===== src/rtl/sign_magnitude_calc_to_decimal_unit_assert.svh =====
// ---------------------------------------------------------------------------
// Assertion macros for the sign-magnitude calculator
// Clocked checks that are compiled away when NO_ASSERTIONS is defined.
// ---------------------------------------------------------------------------
`ifndef SIGN_MAGNITUDE_CALC_TO_DECIMAL_UNIT_ASSERT_SVH
`define SIGN_MAGNITUDE_CALC_TO_DECIMAL_UNIT_ASSERT_SVH

`ifndef NO_ASSERTIONS

// Condition must hold at every edge outside reset
`define SMCD_ASSERT_ALWAYS(lbl, cond, msg) \
  lbl: assert property (@(posedge clk) disable iff (rst) (cond)) else $error(msg);

// Trigger implies a condition at the next edge
`define SMCD_ASSERT_NEXT(lbl, trig, cond, msg) \
  lbl: assert property (@(posedge clk) disable iff (rst) (trig) |=> (cond)) else $error(msg);

`else

`define SMCD_ASSERT_ALWAYS(lbl, cond, msg)
`define SMCD_ASSERT_NEXT(lbl, trig, cond, msg)

`endif

`endif


===== src/rtl/smcd_pkg.sv =====
// ---------------------------------------------------------------------------
// Sign-magnitude calculator package
// Item types, operation codes, character constants and datapath sizes.
// ---------------------------------------------------------------------------
`default_nettype none

package smcd_pkg;

  // Operation codes
  localparam logic [1:0] OP_ADD = 2'd0;
  localparam logic [1:0] OP_SUB = 2'd1;
  localparam logic [1:0] OP_MUL = 2'd2;
  localparam logic [1:0] OP_DIV = 2'd3;

  // Output characters
  localparam logic [6:0] CH_NUL   = 7'd0;
  localparam logic [6:0] CH_ZERO  = 7'd48;
  localparam logic [6:0] CH_MINUS = 7'd45;
  localparam logic [6:0] CH_POINT = 7'd46;

  // Datapath sizes
  localparam int OPND_W     = 8;
  localparam int MAG_W      = 16;
  localparam int FRAC_W     = 12;
  localparam int CNT_W      = 5;
  localparam int DIV_STEPS  = 8;
  localparam int FRAC_STEPS = 12;
  localparam int CONV_STEPS = 16;

  localparam logic [3:0] DIGIT_MAX = 4'd9;
  localparam logic [3:0] TEN       = 4'd10;

  typedef struct packed {
    logic [1:0]        operation;
    logic [OPND_W-1:0] magnitude_a;
    logic              negative_a;
    logic [OPND_W-1:0] magnitude_b;
    logic              negative_b;
  } cmd_t;

  typedef struct packed {
    logic [6:0] character;
    logic       last_char;
    logic       divide_by_zero;
  } result_t;

endpackage

`default_nettype wire


===== src/rtl/sign_magnitude_calc_to_decimal_unit.sv =====
// ---------------------------------------------------------------------------
// Sign-magnitude calculator with decimal character output
// Computes add, subtract, multiply or divide on sign-magnitude operands and
// streams the result as ASCII characters, one item per character.
// ---------------------------------------------------------------------------
//  channel | dir | handshake                 | payload
//  --------+-----+---------------------------+--------------------------
//  cmd     | in  | cmd_valid / cmd_ready     | smcd_pkg::cmd_t
//  result  | out | result_valid / result_ready | smcd_pkg::result_t
//
// Add, subtract and multiply run the 16-step shift-and-add-3 binary to decimal
// loop; divide first runs the shared restoring divider (8 quotient steps, 12
// steps for the tenths digit). A zero divisor skips both and goes straight to
// the error item. A leading '-' goes out from the sign state.
// cmd_ready is high only while the sequencer is idle. A stalled result holds
// the sequencer in its emit state until the result is taken. Reset (rst,
// synchronous) returns to idle and drops any pending result.
// ---------------------------------------------------------------------------
`default_nettype none

module sign_magnitude_calc_to_decimal_unit #(
  parameter int DIGIT_COUNT = 5
) (
  input  wire logic              clk,
  input  wire logic              rst,
  input  wire logic              cmd_valid,
  output logic                   cmd_ready,
  input  wire smcd_pkg::cmd_t    cmd,
  output logic                   result_valid,
  input  wire logic              result_ready,
  output smcd_pkg::result_t      result
);

`include "sign_magnitude_calc_to_decimal_unit_assert.svh"

  localparam int IDX_W = (DIGIT_COUNT > 1) ? $clog2(DIGIT_COUNT) : 1;

  typedef enum logic [3:0] {
    S_IDLE, S_DIV, S_TENTH, S_CONV, S_SIGN, S_DIGIT, S_POINT, S_FRAC, S_ERR
  } state_t;

  state_t                          state;
  logic [smcd_pkg::MAG_W-1:0]      dvd;
  logic [smcd_pkg::OPND_W-1:0]     rem;
  logic [smcd_pkg::OPND_W-1:0]     divisor;
  logic [smcd_pkg::OPND_W-1:0]     quot;
  logic [3:0]                      tenth;
  logic                            neg;
  logic                            frac_nz;
  logic [smcd_pkg::CNT_W-1:0]      cnt;
  logic [IDX_W-1:0]                dig_idx;
  logic [3:0]                      bcd [DIGIT_COUNT];

  // Combinational helpers
  logic                            load_ok;
  logic                            emit;
  logic                            eff_nb;
  logic                            a_gt;
  logic                            b_gt;
  logic [smcd_pkg::OPND_W:0]       addsub_mag;
  logic                            addsub_neg;
  logic [smcd_pkg::MAG_W-1:0]      product;
  logic [smcd_pkg::OPND_W:0]       rem_sh;
  logic [smcd_pkg::OPND_W:0]       rem_diff;
  logic                            take;
  logic [smcd_pkg::OPND_W-1:0]     step_rem;
  logic [smcd_pkg::MAG_W-1:0]      step_dvd;
  logic [smcd_pkg::FRAC_W-1:0]     ten_rem;
  logic [3:0]                      bcd_adj [DIGIT_COUNT];
  logic [IDX_W-1:0]                top;
  logic                            cnt_done;

  assign cmd_ready = (state == S_IDLE);
  assign load_ok   = !result_valid || result_ready;
  assign cnt_done  = (cnt == '0);

  // Load a character into the output register this cycle
  assign emit = load_ok && ((state == S_SIGN && neg) || state == S_DIGIT ||
                            state == S_POINT || state == S_FRAC || state == S_ERR);

  // Add and subtract in sign-magnitude: flip b's sign for subtract
  always_comb begin
    eff_nb = (cmd.operation == smcd_pkg::OP_SUB) ? !cmd.negative_b : cmd.negative_b;
    a_gt   = cmd.magnitude_a > cmd.magnitude_b;
    b_gt   = cmd.magnitude_b > cmd.magnitude_a;
    if (cmd.negative_a == eff_nb) begin
      addsub_mag = {1'b0, cmd.magnitude_a} + {1'b0, cmd.magnitude_b};
      addsub_neg = cmd.negative_a;
    end else begin
      addsub_mag = a_gt ? {1'b0, cmd.magnitude_a - cmd.magnitude_b}
                        : {1'b0, cmd.magnitude_b - cmd.magnitude_a};
      addsub_neg = cmd.negative_a ? a_gt : b_gt;
    end
  end

  assign product = smcd_pkg::MAG_W'(cmd.magnitude_a) * smcd_pkg::MAG_W'(cmd.magnitude_b);

  // Shared restoring divider step: shift one dividend bit into the remainder
  always_comb begin
    rem_sh   = {rem, dvd[smcd_pkg::MAG_W-1]};
    rem_diff = rem_sh - {1'b0, divisor};
    take     = rem_sh >= {1'b0, divisor};
    step_rem = take ? rem_diff[smcd_pkg::OPND_W-1:0] : rem_sh[smcd_pkg::OPND_W-1:0];
    step_dvd = {dvd[smcd_pkg::MAG_W-2:0], take};
  end

  // Ten times the final remainder, dividend of the tenths division
  assign ten_rem = smcd_pkg::FRAC_W'(step_rem) * smcd_pkg::FRAC_W'(smcd_pkg::TEN);

  // Add 3 to every decimal digit of 5 or more before the shift
  always_comb begin
    for (int i = 0; i < DIGIT_COUNT; i++) begin
      bcd_adj[i] = (bcd[i] >= 4'd5) ? bcd[i] + 4'd3 : bcd[i];
    end
  end

  // Highest nonzero digit; the lowest digit always prints
  always_comb begin
    top = '0;
    for (int i = 0; i < DIGIT_COUNT; i++) begin
      if (bcd[i] != 4'd0) top = IDX_W'(i);
    end
  end

  // Sequencer, datapath registers and output register
  always_ff @(posedge clk) begin
    if (rst) begin
      state        <= S_IDLE;
      result_valid <= 1'b0;
    end else begin
      if (result_valid && result_ready && !emit) result_valid <= 1'b0;
      unique case (state)
        S_IDLE: begin
          if (cmd_valid) begin
            divisor <= cmd.magnitude_b;
            frac_nz <= 1'b0;
            for (int i = 0; i < DIGIT_COUNT; i++) bcd[i] <= 4'd0;
            if (cmd.operation == smcd_pkg::OP_DIV && cmd.magnitude_b == '0) begin
              state <= S_ERR;
            end else if (cmd.operation == smcd_pkg::OP_DIV) begin
              neg   <= cmd.negative_a ^ cmd.negative_b;
              dvd   <= {cmd.magnitude_a, {smcd_pkg::OPND_W{1'b0}}};
              rem   <= '0;
              cnt   <= smcd_pkg::CNT_W'(smcd_pkg::DIV_STEPS - 1);
              state <= S_DIV;
            end else if (cmd.operation == smcd_pkg::OP_MUL) begin
              neg   <= cmd.negative_a ^ cmd.negative_b;
              dvd   <= product;
              cnt   <= smcd_pkg::CNT_W'(smcd_pkg::CONV_STEPS - 1);
              state <= S_CONV;
            end else begin
              neg   <= addsub_neg;
              dvd   <= smcd_pkg::MAG_W'(addsub_mag);
              cnt   <= smcd_pkg::CNT_W'(smcd_pkg::CONV_STEPS - 1);
              state <= S_CONV;
            end
          end
        end
        S_DIV: begin
          if (cnt_done) begin
            // Keep quotient, then divide ten times the remainder
            quot    <= step_dvd[smcd_pkg::OPND_W-1:0];
            frac_nz <= (step_rem != '0);
            rem     <= '0;
            dvd     <= {ten_rem, 4'h0};
            cnt     <= smcd_pkg::CNT_W'(smcd_pkg::FRAC_STEPS - 1);
            state   <= S_TENTH;
          end else begin
            cnt <= cnt - 1'b1;
            rem <= step_rem;
            dvd <= step_dvd;
          end
        end
        S_TENTH: begin
          if (cnt_done) begin
            tenth <= step_dvd[3:0];
            dvd   <= smcd_pkg::MAG_W'(quot);
            cnt   <= smcd_pkg::CNT_W'(smcd_pkg::CONV_STEPS - 1);
            state <= S_CONV;
          end else begin
            cnt <= cnt - 1'b1;
            rem <= step_rem;
            dvd <= step_dvd;
          end
        end
        S_CONV: begin
          // Shift binary value into the decimal digits
          cnt    <= cnt - 1'b1;
          bcd[0] <= {bcd_adj[0][2:0], dvd[smcd_pkg::MAG_W-1]};
          for (int i = 1; i < DIGIT_COUNT; i++) begin
            bcd[i] <= {bcd_adj[i][2:0], bcd_adj[i-1][3]};
          end
          dvd <= {dvd[smcd_pkg::MAG_W-2:0], 1'b0};
          if (cnt_done) state <= S_SIGN;
        end
        S_SIGN: begin
          if (!neg) begin
            dig_idx <= top;
            state   <= S_DIGIT;
          end else if (load_ok) begin
            result       <= '{character: smcd_pkg::CH_MINUS, last_char: 1'b0,
                              divide_by_zero: 1'b0};
            result_valid <= 1'b1;
            dig_idx      <= top;
            state        <= S_DIGIT;
          end
        end
        S_DIGIT: begin
          if (load_ok) begin
            result       <= '{character: smcd_pkg::CH_ZERO + {3'b000, bcd[dig_idx]},
                              last_char: (dig_idx == '0) && !frac_nz,
                              divide_by_zero: 1'b0};
            result_valid <= 1'b1;
            if (dig_idx == '0) begin
              state <= frac_nz ? S_POINT : S_IDLE;
            end else begin
              dig_idx <= dig_idx - 1'b1;
            end
          end
        end
        S_POINT: begin
          if (load_ok) begin
            result       <= '{character: smcd_pkg::CH_POINT, last_char: 1'b0,
                              divide_by_zero: 1'b0};
            result_valid <= 1'b1;
            state        <= S_FRAC;
          end
        end
        S_FRAC: begin
          if (load_ok) begin
            result       <= '{character: smcd_pkg::CH_ZERO + {3'b000, tenth},
                              last_char: 1'b1, divide_by_zero: 1'b0};
            result_valid <= 1'b1;
            state        <= S_IDLE;
          end
        end
        S_ERR: begin
          if (load_ok) begin
            result       <= '{character: smcd_pkg::CH_NUL, last_char: 1'b1,
                              divide_by_zero: 1'b1};
            result_valid <= 1'b1;
            state        <= S_IDLE;
          end
        end
        default: state <= S_IDLE;
      endcase
    end
  end

  // Checks
  `SMCD_ASSERT_NEXT(a_busy_after_accept, cmd_valid && cmd_ready, !cmd_ready, "ready after accept")
  `SMCD_ASSERT_ALWAYS(a_err_is_last, !(result_valid && result.divide_by_zero) || result.last_char, "error not last")
  `SMCD_ASSERT_ALWAYS(a_tenth_range, state != S_FRAC || tenth <= smcd_pkg::DIGIT_MAX, "tenths digit out of range")
  `SMCD_ASSERT_ALWAYS(a_idx_range, state != S_DIGIT || dig_idx <= IDX_W'(DIGIT_COUNT - 1), "digit index out of range")

endmodule

`default_nettype wire

===== config.mk =====
export PLATFORM = sky130hd
export DESIGN_NAME = sign_magnitude_calc_to_decimal_unit
export DESIGN_NICKNAME = d
export VERILOG_FILES = /design/src/rtl/smcd_pkg.sv /design/src/rtl/sign_magnitude_calc_to_decimal_unit.sv
export VERILOG_INCLUDE_DIRS = /design/src /design/src/rtl
export SDC_FILE = /design/constraint.sdc
export NUM_CORES = 1
export LEC_CHECK = 0
export BUFFER_PORTS_ARGS = -buffer_cell sky130_fd_sc_hd__clkbuf_2
export CAP_MARGIN = 20
export CORE_MARGIN = 3
export CORE_UTILIZATION = 64
export DETAILED_ROUTE_END_ITERATION = 8
export GPL_TIMING_DRIVEN = 0
export PLACE_DENSITY = 0.79
export SETUP_SLACK_MARGIN = 0.1
export SYNTH_ARGS = -nofsm -noshare
export SYNTH_HDL_FRONTEND = slang
export SYNTH_SLANG_ARGS = --single-unit
export TNS_END_PERCENT = 100

===== constraint.sdc =====
create_clock -name clk -period 5.1 [get_ports clk]
set_input_delay 0.765 -clock clk [delete_from_list [all_inputs] [get_ports clk]]
set_output_delay 0.765 -clock clk [all_outputs]
set_load 0.005 [all_outputs]

## Word level (Yosys, flattened, before mapping)

Memory sizes are Yosys's and may differ from the RTL's. A register that Yosys moved wholly into a read port is not among the register bits.
Index checks and enable logic that the tools add are counted.

- Shifts and indexed selects: 0
- Mux-type cells: 82
- Div/mod/pow operators: 0
- Eq/ne operators: 29
- $lt $le $gt $ge: 8
- Reductions and logical operators: 41
- Bitwise logic cells: 8
- Multiply operators: 2
- Add/sub/neg operators: 13

Operator list:

| operator | count |
|---|---|
| $mux 16 | 6 |
| $mux 4 | 21 |
| $pmux 16 s4 | 1 |
| $mux 9 | 7 |
| $mux 8 | 7 |
| $pmux 9 s5 | 1 |
| $pmux 4 s8 | 1 |
| $mux 3 | 10 |
| $ne 2x2->1 const B | 13 |
| $pmux 8 s3 | 1 |
| $sub 8x8->8 | 3 |
| $ge 4x3->1 const B | 5 |
| $mux 5 | 4 |
| $pmux 5 s4 | 1 |
| $reduce_bool 4->1 | 5 |
| $mux 1 | 18 |
| $add 4x2->4 const B | 4 |
| $eq 4x3->1 const B | 4 |
| $gt 8x8->1 | 2 |
| $mul 8x8->16 | 1 |
| $add 6x4->7 const A | 2 |
| $reduce_and 4->1 | 3 |
| $mul 8x3->11 const B | 1 |
| $add 8x8->9 | 1 |
| 36 further kinds | 61 |

- Output and inout bits: 11
- Input port bits: 24
- Memory bits (writable): 20
- ROM bits: 0
- Register bits after elaboration: 68
- Memories kept: 1
- Bits in latches: 0
- Logic and storage cells: 198

Memory list:

| memory | words | bits a word | read ports | clocked after Yosys merged registers in | write ports | RTL line | source |
|---|---|---|---|---|---|---|---|
| bcd | 5 | 4 | 6 | 1 | 5 | sign_magnitude_calc_to_decimal_unit.sv:52 | `logic [3:0] bcd [DIGIT_COUNT];` |

## Depth between registers and ports, before layout

Gate-level depths: netlist of the first run.

- Word-level depth: 13
- Depth in mapped cells: 20
- Depth with buffers taken out: 20

## Worst setup path before layout of the first run

No wires, ideal clock.

- Path kind: input -> register
- From: input cmd[11] (netlist bit)
- To: register dvd[15] (netlist bit) (data pin)
- Required time: 4,838 ps
- Stages: 16
- Path buffers: 0
- Setup time: 262 ps
- Data arrival time: 4,505 ps
- Setup slack: 333 ps
- Cell sequence: inv_1 nor2_1 fa_1 fa_1 fa_1 inv_1 fa_1 inv_1 ha_1 or2_2 a21oi_1 nor2b_1 a41oi_1 a21oi_1 xnor2_1 o21ai_0

- Longest elaborated chain between the ends: 6

Ends and longest elaborated chain:

| what | RTL line | source |
|---|---|---|
| start, declared | sign_magnitude_calc_to_decimal_unit.sv:28 | `input wire smcd_pkg::cmd_t cmd,` |
| $mul 8x8->16 | sign_magnitude_calc_to_decimal_unit.sv:96 | `assign product = smcd_pkg::MAG_W'(cmd.magnitude_a) * smcd_pkg::MAG_W'(cmd.magnitude_b);` |
| $mux 16 | sign_magnitude_calc_to_decimal_unit.sv:146 | `end else if (cmd.operation == smcd_pkg::OP_MUL) begin` |
| $mux 16 | sign_magnitude_calc_to_decimal_unit.sv:140 | `end else if (cmd.operation == smcd_pkg::OP_DIV) begin` |
| $mux 16 | sign_magnitude_calc_to_decimal_unit.sv:138 | `if (cmd.operation == smcd_pkg::OP_DIV && cmd.magnitude_b == '0) begin` |
| $mux 16 | sign_magnitude_calc_to_decimal_unit.sv:134 | `if (cmd_valid) begin` |
| $pmux 16 s4 | sign_magnitude_calc_to_decimal_unit.sv:132 | `unique case (state)` |
| end signal, assigned | sign_magnitude_calc_to_decimal_unit.sv:142 | `dvd <= {cmd.magnitude_a, {smcd_pkg::OPND_W{1'b0}}};` |
| end signal, assigned | sign_magnitude_calc_to_decimal_unit.sv:148 | `dvd <= product;` |
| end signal, assigned | sign_magnitude_calc_to_decimal_unit.sv:153 | `dvd <= smcd_pkg::MAG_W'(addsub_mag);` |
| end, declared | sign_magnitude_calc_to_decimal_unit.sv:43 | `logic [smcd_pkg::MAG_W-1:0] dvd;` |

No other way between the ends. The select of a mux whose other input is x is not followed.
A chain may end at the register's enable or synchronous reset.

## Worst setup path after layout of the first run

- From: input cmd[3] (netlist bit)
- To: register dvd[15] (netlist bit) (data pin)

The elaborated chain is that of the path after synthesis.

==> results of run 1 <==
-- worst max-delay path, stage by stage --
cell and delay, ns:
clkbuf_4 0.19, clkinvlp_4 0.21, nor2_2 0.16, fa_1 0.44, fa_1 0.51, fa_1 0.58, inv_1 0.06, fa_1 0.53
inv_1 0.04, ha_1 0.33, or2_2 0.31, a21oi_1 0.18, nor2b_2 0.07, a41oi_2 0.16, a21oi_1 0.11, xnor2_1 0.22
o21ai_0 0.11
-- cells in the mapped netlist (all sizes together), types with 3 or more instances --
cell type	instances
a211oi	3
a21o	9
a21oi	75
a221oi	3
a222oi	7
a22oi	7
a31oi	4
and2	4
and3	3
buf	8
clkbuf	12
dfxtp	8
edfxtp	82
fa	41
ha	91
inv	111
mux2	3
mux2i	15
mux4	4
nand2	60
nand2b	11
nand3	11
nand4	5
nor2	122
nor2b	13
nor3	21
nor4	4
o211ai	4
o21a	6
o21ai	48
o21bai	6
o22ai	4
o311a	3
o31ai	5
or2	4
or3	6
or4	5
xnor2	20
xor2	20
-- registers in the layout, indices dropped and copies added, names as in the netlist, named ones only --
signal and count:
quot 8, dvd 16, result_valid 1, state 4, dig_idx 3, bcd 20
neg 1, divisor 8, cnt 5, tenth 4, frac_nz 1, result 8
rem 8
-- worst max path at each step --
stage,from,end,slack [ns]
after CTS,cmd[12],dvd[15],0.09
after global placement,cmd[11],dvd[12],-0.32
final,cmd[3],dvd[15],0.19
after global routing,cmd[3],dvd[15],-0.02
after detailed placement,cmd[11],dvd[15],-0.37
after floorplan,cmd[11],dvd[15],0.33
-- power breakdown --
part	total, uW	internal, uW	switching (uW)
clock network	759	481	278
logic	2020	816	1210
registers	1040	969	71.0
-- cell type report --
cell class	count	area, um^2	share of cell area [%]
multi-input cells	668	5220	56.3
flip-flops and latches	90	2620	28.3
inverters	113	450	4.86
repair buffers	52	332	3.58
clock buffers	10	229	2.47
well taps	168	210	2.27
clock inverters	6	113	1.22
plain buffers	20	87.6	0.946
-- per-layer routing --
metal  GRT usage, %  vias to the layer above  share of wire [%]
li1               -                     3237                  -
met1           37.0                     3303                 38
met2           52.9                      317                 51
met3           4.15                       76                6.6
met4           14.3                        0                4.3
met5              0                        -                  0
-- through the flow --
step | instances | hold slack, ns | setup TNS (ns) | area (um^2) | total power (uW)
5_1_grt | 1127 | 0.463 | -0.0186 | 9260 | 4090
6_report | 1127 | 0.454 | 0 | 9260 | 3820
4_1_cts | 1112 | 0.454 | 0 | 9070 | 3730
3_5_place_dp | 1094 | 0.440 | -1.44 | 8710 | 2960
2_1_floorplan | 891 | 0.425 | 0 | 8300 | 2490
3_3_place_gp | 1091 | 0.434 | -1.37 | 8670 | 2870
-- placed cells by master (no fill, tap or decap), types with 17 or more instances in the layout --
cell,n
nand2_1,57
xnor2_1,20
nor3_1,20
nor2_1,119
buf_4,17
edfxtp_1,82
a21oi_1,72
o21ai_0,41
ha_1,90
fa_1,41
xor2_1,20
clkbuf_2,24
inv_1,100
-- logic make-up (layout without fill, tap and decap cells) --
| family | count (synthesis) | in the layout | share of synthesized area, % |
|---|---|---|---|
| AO/OA/AOI/OAI | 197 | 197 | 15.4 |
| XOR/XNOR | 40 | 40 | 4.22 |
| adder cells (fa/ha/maj) | 132 | 132 | 23.6 |
| buffers and inverters | 133 | 201 | 6.20 |
| flip-flops | 90 | 90 | 31.6 |
| multiplexers | 22 | 22 | 3.45 |
| other | 1 | 1 | 0.0452 |
| AND/OR/NAND/NOR | 276 | 276 | 15.5 |
-- what timing repair did --
action	in CTS	in global routing
buffers inserted	2	14
hold buffers	0	0
resized for setup	3	31
setup endpoints to repair	4	4
pin swaps	0	4
==> impl_metrics.csv, run 1 <==
group,metric,value,unit
run_status,status,"finished, final reports clean",
global_route,grt_max_degree,16,
clocking,cts_htree_levels,3,
placement,gp_congestion,0.929,
clocking,cts_sinks,90,
global_route,grt_usage,30.2,%
critical_path,crit_path_start_kind,"input port",
final_layout,drive_gt1_share,12.7,%
yosys,synth_top_area_share,29.7,%
yosys,synthCells,891,
final_layout,synthToLayoutAreaGrowth,11.6,%
yosys,ys_top_cells_by_area,"edfxtp_1 30%, ha_1 14%, fa_1 9.9%, nor2_1 5.5%, inv_1 5.0%",
floorplanning,die_area,0.0144,mm^2
critical_path,crit_fanout,6,
yosys,synth_top_area_cell,"edfxtp_1",
yosys,async_reset_ff_share,0,%
final_layout,nNetsFinal,1110,
yosys,synth-edff-count,82,
critical_path,end_kind,"flip-flop",
detailed_routing,antenna_left,0,
placement,post-dp-hpwl,16.6,mm
run,drv_cap,0,
floorplanning,start_util,67.1,%
timing,timing.final.crit_share,96.3,%
critical_path,cp.arrival,4.99,ns
clocking,path_clk_slew,0.07,ns
critical_path,r2r-start,"rem[5]",
power_and_ir_drop,p_leak,0.00404,uW
clocking,numCtsBuffers,9,
yosys,syn-mean-instance-area,9.31,um^2
yosys,synth_cell_types,71,
timing,skew,0.00944,ns
clocking,cts_max_path_buffers,2,
critical_path,r2r_cells,17,
critical_path,r2r_end,"dvd[14]",
placement,port-buffer-count,32,
yosys,synthesis.area,0.00830,mm^2
timing,max_freq,0.204,GHz
floorplanning,ios,35,
floorplanning,core.rowCount,40,
power_and_ir_drop,ir_drop,239,uV
final_layout,fillerInstances,920,
min_path,hold_path.class,"reg -> reg",
floorplanning,die_h,120,um
global_route,grt_antenna_before_repair,0,
timing,setup-violations-final,0,
detailed_routing,wl_per_cell,19.1,um
floorplanning,dieWidth,120,um
critical_path,critical_path_class,"in -> reg",
yosys,yosys_most_used_dff,"edfxtp_1",
timing,period_minus_slack,4.91,ns
clocking,insertion_delay,0.34,ns
timing,grt_setup_unrepaired,"true",
global_route,grt_pass1_wl,34.5,mm
yosys,ys_seq_area_share,31.6,%
critical_path,crit_required,5.18,ns
min_path,whs_endpoint,"quot[6]",
yosys,yosysWarnings,0,
final_layout,final_core_util,74.9,%
timing,setup_ws,0.189,ns
clocking,ctsRootBufferMaster,"clkbuf_16",
global_route,grt_pass1_vias,6926,
detailed_routing,drc,0,
yosys,ys_ff_latch,90,
min_path,hold_depth,0,
placement,dp_slack,-0.370,ns
min_path,hold_path.startpoint,"dvd[5]",
clocking,cts_tree,"yes",
critical_path,reg2reg_setup_slack,0.40,ns
final_layout,antenna_cells,0,
power_and_ir_drop,power.density,413,mW/mm^2
timing,slew_violations,0,
detailed_routing,drt-total-wl,21.5,mm
detailed_routing,drtPass1Iterations,5,
yosys,syn_nets,1047,
detailed_routing,vias_per_cell,6.15,
detailed_routing,drtIter0Drc,709,
global_route,grt_remaining_overflow,0,
timing,hold_viol_final,0,
timing,tightest_slew,0.935,ns
detailed_routing,vias,6933,
floorplanning,core_area,0.0124,mm^2
timing,slew_headroom,37.6,%
(Power assumes the default switching activity.)
==> inputs of run 2 (changes only) <==
Settings changed: CORE_UTILIZATION 64 to 58, PLACE_DENSITY 0.79 to 0.76.
Clock period 5.1 ns to 4.3 ns, I/O delays scaled along.
==> run 2 against run 1 <==
  * The run now ends with negative setup slack left
  * Hold slack gained 0.0042 ns
  * Non-clock buffer count grew 30
  * Critical path depth grew 1
  * Flip-flop and latch count is the same
  * Critical endpoint is now dvd[12]
  * Largest cell class unchanged
  * Largest power group unchanged
  * Highest routed layer unchanged
==> impl_metrics.csv, run 2 (synthesized netlist as in run 1, its figures left out) <==
group,metric,value,unit
floorplanning,die_h,126,um
final_layout,nNetsFinal,1141,
clocking,numCtsBuffers,9,
timing,max_freq,0.221,GHz
timing,setup-violations-final,5,
global_route,grt_max_degree,15,
final_layout,layout_common_cells,"108 x nor2_1, 87 x inv_1, 82 x edfxtp_1, 77 x ha_1, 67 x a21oi_1",
floorplanning,core.rowCount,43,
timing,hold_viol_final,0,
timing,timing.final.crit_share,105,%
detailed_routing,drt-total-wl,22.3,mm
clocking,cts_tree,"yes",
power_and_ir_drop,p_leak,0.00423,uW
placement,gp_congestion,0.924,
clocking,ctsRootBufferMaster,"clkbuf_16",
final_layout,drive_gt1_share,20.8,%
final_layout,multi_input_area,0.00556,mm^2
power_and_ir_drop,power.density,498,mW/mm^2
critical_path,critical_path_class,"in -> reg",
final_layout,synthToLayoutAreaGrowth,20.8,%
final_layout,fillerInstances,975,
detailed_routing,wl_per_cell,19.1,um
clocking,insertion_delay,0.34,ns
clocking,hold_buffers,0,
clocking,path_clk_slew,0.06,ns
power_and_ir_drop,clockPowerShare,16.7,%
floorplanning,die_area,0.0158,mm^2
timing,skew,0.00881,ns
global_route,grt_antenna_before_repair,0,
critical_path,crit_required,4.44,ns
power_and_ir_drop,power.total,4990,uW
global_route,grt_remaining_overflow,0,
detailed_routing,drtIter0Drc,784,
detailed_routing,vias_per_cell,6.04,
clocking,cts_sinks,90,
run_status,status,"finished, violations left",
placement,post-dp-hpwl,15.9,mm
timing,fin_tns_setup,-0.587,ns
timing,grt_setup_unrepaired,"true",
critical_path,reg2reg_setup_slack,0.09,ns
timing,period_minus_slack,4.52,ns
final_layout,top_regs,"bcd x20, dvd x16",
power_and_ir_drop,ir_drop,436,uV
clocking,cts_max_path_buffers,2,
final_layout,final_common_cell,"nor2_1",
critical_path,cp.arrival,4.67,ns
final_layout,final_area,0.0100,mm^2
detailed_routing,drc,0,
placement,placedInstanceArea,0.00886,mm^2
detailed_routing,vias,7063,
floorplanning,ios,35,
power_and_ir_drop,p_seq_share,24.8,%
floorplanning,dieWidth,126,um
timing,tightest_slew,1.06,ns
critical_path,crit_path_start_kind,"input port",
clocking,cts_htree_levels,3,
floorplanning,core_area,0.0139,mm^2
global_route,grt_pass1_vias,7047,
min_path,hold_path.class,"reg -> reg",
run,drv_cap,0,
floorplanning,start_util,59.5,%
critical_path,end_kind,"flip-flop",
final_layout,seqCellArea,0.00262,mm^2
timing,slew_violations,0,
timing,setup_ws,-0.225,ns
final_layout,largest_reg_flops,20,
power_and_ir_drop,p_sw_share,41.1,%
power_and_ir_drop,cellInternalPower,2940,uW
final_layout,antenna_cells,0,
detailed_routing,drtPass1Iterations,6,
placement,port-buffer-count,32,
critical_path,crit_fanout,3,
run_status,violations,"negative setup slack",
power_and_ir_drop,pwr-share-comb,58.5,%
final_layout,max_flop_register,"bcd",
global_route,grt_usage,28.1,%
power_and_ir_drop,p_sw,2050,uW
global_route,grt_pass1_wl,35.6,mm
timing,slew_headroom,28.6,%
detailed_routing,antenna_left,0,
[run 2: repair_timing]
action | CTS | global route
buffers inserted | 33 | 15
gates resized for setup | 88 | 22
setup endpoints to repair | 9 | 9
gates cloned | 1 | 0
pin swaps | 34 | 36
[run 2: metrics by stage]
stage                     worst slack (ns)  instances  utilization (%)  hold WS, ns
after floorplan                    -0.0328        891                -        0.425
after global placement              -0.814       1103             63.3        0.434
after detailed placement            -0.795       1105             63.6        0.440
after CTS                          -0.0287       1154             70.5        0.452
after global routing                -0.298       1169             71.9        0.474
final                               -0.225       1169             71.9        0.458
[run 2: worst max-delay path, stage by stage]
cell and delay (ns):
clkbuf_16 0.12, clkinvlp_4 0.11, buf_12 0.15, nor2_4 0.10, fa_1 0.43, fa_1 0.49, fa_1 0.51, inv_1 0.05
fa_1 0.52, inv_2 0.05, ha_4 0.27, or2_4 0.13, o31ai_4 0.07, or3_4 0.33, nand3b_1 0.10, xor2_1 0.17
mux2i_1 0.09, o31ai_1 0.31
[run 2: power by group through the flow]
| stage | Clock (uW) | Combinational, uW | Sequential, uW |
|---|---|---|---|
| final | 832 | 2920 | 1240 |
| after CTS | 835 | 2750 | 1230 |
| after global placement | 0 | 2360 | 1250 |
| after detailed placement | 0 | 2420 | 1250 |
| after floorplan | 0 | 1870 | 1220 |
| after global routing | 875 | 3180 | 1250 |
[run 2: layer usage]
layer	wire (um)	track usage [%]
met1	9030	35.8
met2	10900	47.8
met3	1610	5.38
met4	724	10.3
met5	0	0
[run 2: final timing paths]
| kind | end | depth (start not counted) | from |
|---|---|---|---|
| setup / recovery | dvd[12] | 18 | cmd[11] |
| hold / removal | quot[7] | 0 | dvd[6] |
| setup reg to reg | dvd[14] | 17 | rem[6] |
| hold reg to reg | quot[7] | 0 | dvd[6] |
[run 2: final cells by class]
type	count	area share [%]
multi-input combinational	669	55.5
tap	180	2.25
clock buffer	10	2.29
inverter	113	4.67
sequential	90	26.2
buffer	20	0.874
timing repair buffer	82	7.43
clock inverter	5	0.799
==> inputs of run 3 (changes only) <==
==> constraint.sdc (replaced) <==
create_clock -name clk -period 4.3 [get_ports clk]
set_input_delay 0.215 -clock clk [delete_from_list [all_inputs] [get_ports clk]]
set_output_delay 0.215 -clock clk [all_outputs]
set_load 0.005 [all_outputs]
==> run 3 against run 2 <==
  * The flow now finishes without violations
  * Clock skew decreased by 0.0024 ns
  * Final area decreased by 2.8%
  * Wire length decreased by 2.5%
  * Via count decreased by 1.5%
  * Total power decreased by 1.2%
  * Utilization decreased by 2.0 points
  * Sequential share of layout area increased by 0.76 points
  * Flip-flop and latch count unchanged
  * Cell count decreased by 1.5%
  * First-iteration DRC count decreased by 9.4%
  * Hold slack got worse by 0.35 ns
  * Highest routed layer unchanged
==> impl_metrics.csv, run 3 (synthesized netlist as in run 1, its figures left out) <==
group,metric,value,unit
detailed_routing,drt-total-wl,21.7,mm
timing,period_minus_slack,4.17,ns
clocking,cts_max_path_buffers,2,
critical_path,crit_path_start_kind,"flip-flop",
placement,port-buffer-count,32,
critical_path,cp_slowest_cell,"fa_2",
detailed_routing,vias,6957,
placement,gp_congestion,0.933,
final_layout,max_flop_register,"bcd",
detailed_routing,wl_per_cell,18.9,um
critical_path,startpoint,"divisor[1]",
critical_path,critical_path_class,"reg -> reg",
power_and_ir_drop,power.density,506,mW/mm^2
power_and_ir_drop,power.total,4920,uW
clocking,path_clk_slew,0.07,ns
critical_path,reg2reg_setup_slack,0.13,ns
global_route,grt_pass1_vias,6646,
run_status,status,"finished, final reports clean",
power_and_ir_drop,p_leak,0.00411,uW
timing,tightest_slew,1.03,ns
floorplanning,die_area,0.0158,mm^2
final_layout,fillerInstances,1017,
final_layout,largest_reg_flops,20,
clocking,cts_tree,"yes",
final_layout,seqCellArea,0.00262,mm^2
min_path,hold_path.startpoint,"cmd[6]",
detailed_routing,drtIter0Drc,710,
detailed_routing,drtPass1Iterations,5,
critical_path,cp.arrival,4.27,ns
detailed_routing,vias_per_cell,6.04,
clocking,numCtsBuffers,9,
final_layout,drive_gt1_share,19.1,%
global_route,grt_usage,26.6,%
timing,skew,0.00641,ns
timing,setup_ws,0.127,ns
timing,timing.final.crit_share,97.0,%
critical_path,slowest_delay,0.42,ns
global_route,grt_max_degree,16,
final_layout,nNetsFinal,1123,
critical_path,r2r_end,"dvd[14]",
critical_path,crit_required,4.40,ns
clocking,insertion_delay,0.35,ns
global_route,grt_antenna_before_repair,0,
critical_path,crit_path_end,"dvd[14]",
timing,slew_violations,0,
clocking,cts_sinks,90,
min_path,hold_depth,1,
critical_path,cp_cell_sequence,"inv_2 -> ha_4 -> nor2b_4 -> o31ai_4 -> a21oi_2 -> o21ai_4 -> mux2_4 -> ha_4 -> ha_4 -> fa_2 -> a21oi_2 -> o21bai_2 -> a21o_1 -> a21oi_2 -> xor2_1 -> a222oi_1 -> o21ai_1",
detailed_routing,drc,0,
final_layout,layout_common_cells,"112 x nor2_1, 92 x inv_1, 82 x edfxtp_1, 74 x ha_1, 67 x a21oi_1",
final_layout,antenna_cells,0,
floorplanning,ios,35,
critical_path,r2r-start,"divisor[1]",
power_and_ir_drop,ir_drop,356,uV
placement,dp_slack,-0.625,ns
timing,slew_headroom,30.5,%
critical_path,crit_fanout,5,
timing,setup-violations-final,0,
critical_path,r2r_cells,17,
clocking,hold_buffers,0,
timing,hold_viol_final,0,
run,drv_cap,0,
floorplanning,core.rowCount,43,
placement,post-dp-hpwl,15.8,mm
global_route,grt_remaining_overflow,0,
final_layout,top_regs,"bcd x20, dvd x16",
timing,max_freq,0.240,GHz
detailed_routing,antenna_left,0,
clocking,cts_htree_levels,3,
floorplanning,dieWidth,126,um
floorplanning,core_area,0.0139,mm^2
floorplanning,start_util,59.5,%
floorplanning,die_h,126,um
timing,fin_tns_setup,0,ns
min_path,hold_path.class,"in -> reg",
final_layout,final_common_cell,"nor2_1",
critical_path,end_kind,"flip-flop",
global_route,grt_pass1_wl,33.6,mm
final_layout,multi_input_area,0.00554,mm^2
clocking,ctsRootBufferMaster,"clkbuf_16",
final_layout,synthToLayoutAreaGrowth,17.3,%
-- run 3: cell types whose count changed in the layout (fill, tap and decap cells not counted), moves of 4 or more --
cell,before,now
buf_4,43,37
clkbuf_16,14,9
clkbuf_8,7,2
ha_4,12,16
inv_1,87,92
inv_2,13,8
inv_6,0,5
nor2_1,108,112
nor2_4,7,2
o21ai_0,33,39
o21ai_1,12,6
-- run 3: layout make-up --
type                    count  share of cell area [%]
inverters                 113                    4.85
clock inverters             5                   0.643
well taps                 180                    2.31
plain buffers              20                   0.900
multi-input cells         668                    56.9
clock buffers              11                    2.49
flip-flops and latches     90                    26.9
repair buffers             65                    4.97
-- run 3: per-layer routing --
| metal | up-vias | share of wire (%) | global-route usage (%) |
|---|---|---|---|
| li1 | 3268 | - | - |
| met1 | 3315 | 41 | 34.4 |
| met2 | 319 | 50 | 45.3 |
| met3 | 55 | 6.6 | 4.83 |
| met4 | 0 | 3.2 | 8.74 |
| met5 | - | 0 | 0 |
-- run 3: worst max-delay path: cells and delay by family (launching register included) --
family                     cells  cell delay [ns]
AOI/OAI and AO/OA              9             1.76
xor gates and xnor gates       1             0.08
adders and majority gates      4             1.06
buffers and inverters          1             0.10
DFF                            1             0.39
muxes                          1             0.38
and+or+nand+nor                1             0.14
-- run 3: repair_timing --
action,in CTS,in global routing
gates resized for setup,47,84
setup buffers,15,16
pin swaps,3,28
endpoints found under the setup margin,6,7
-- run 3: how the worst min path moves through the flow --
stage | to
finish | divisor[5]
global route | divisor[5]
CTS | divisor[0]
detailed placement | quot[6]
global placement | quot[5]
floorplan | divisor[0]
-- run 3: stage by stage --
stage | utilization, % | hold WS (ns) | area (um^2) | std cells
CTS | 66.8 | 0.131 | 9310 | 1136
global placement | 62.3 | 0.436 | 8680 | 1103
detailed placement | 62.6 | 0.439 | 8720 | 1105
finish | 69.8 | 0.103 | 9730 | 1152
floorplan | - | 0.314 | 8300 | 891
global route | 69.8 | 0.0912 | 9730 | 1152
-- run 3: report_power, final --
| group | switching, uW | leakage, uW | internal (uW) |
|---|---|---|---|
| Sequential | 89.0 | 0.000829 | 1150 |
| Combinational | 1620 | 0.00314 | 1250 |
| Clock | 347 | 0.000142 | 470 |
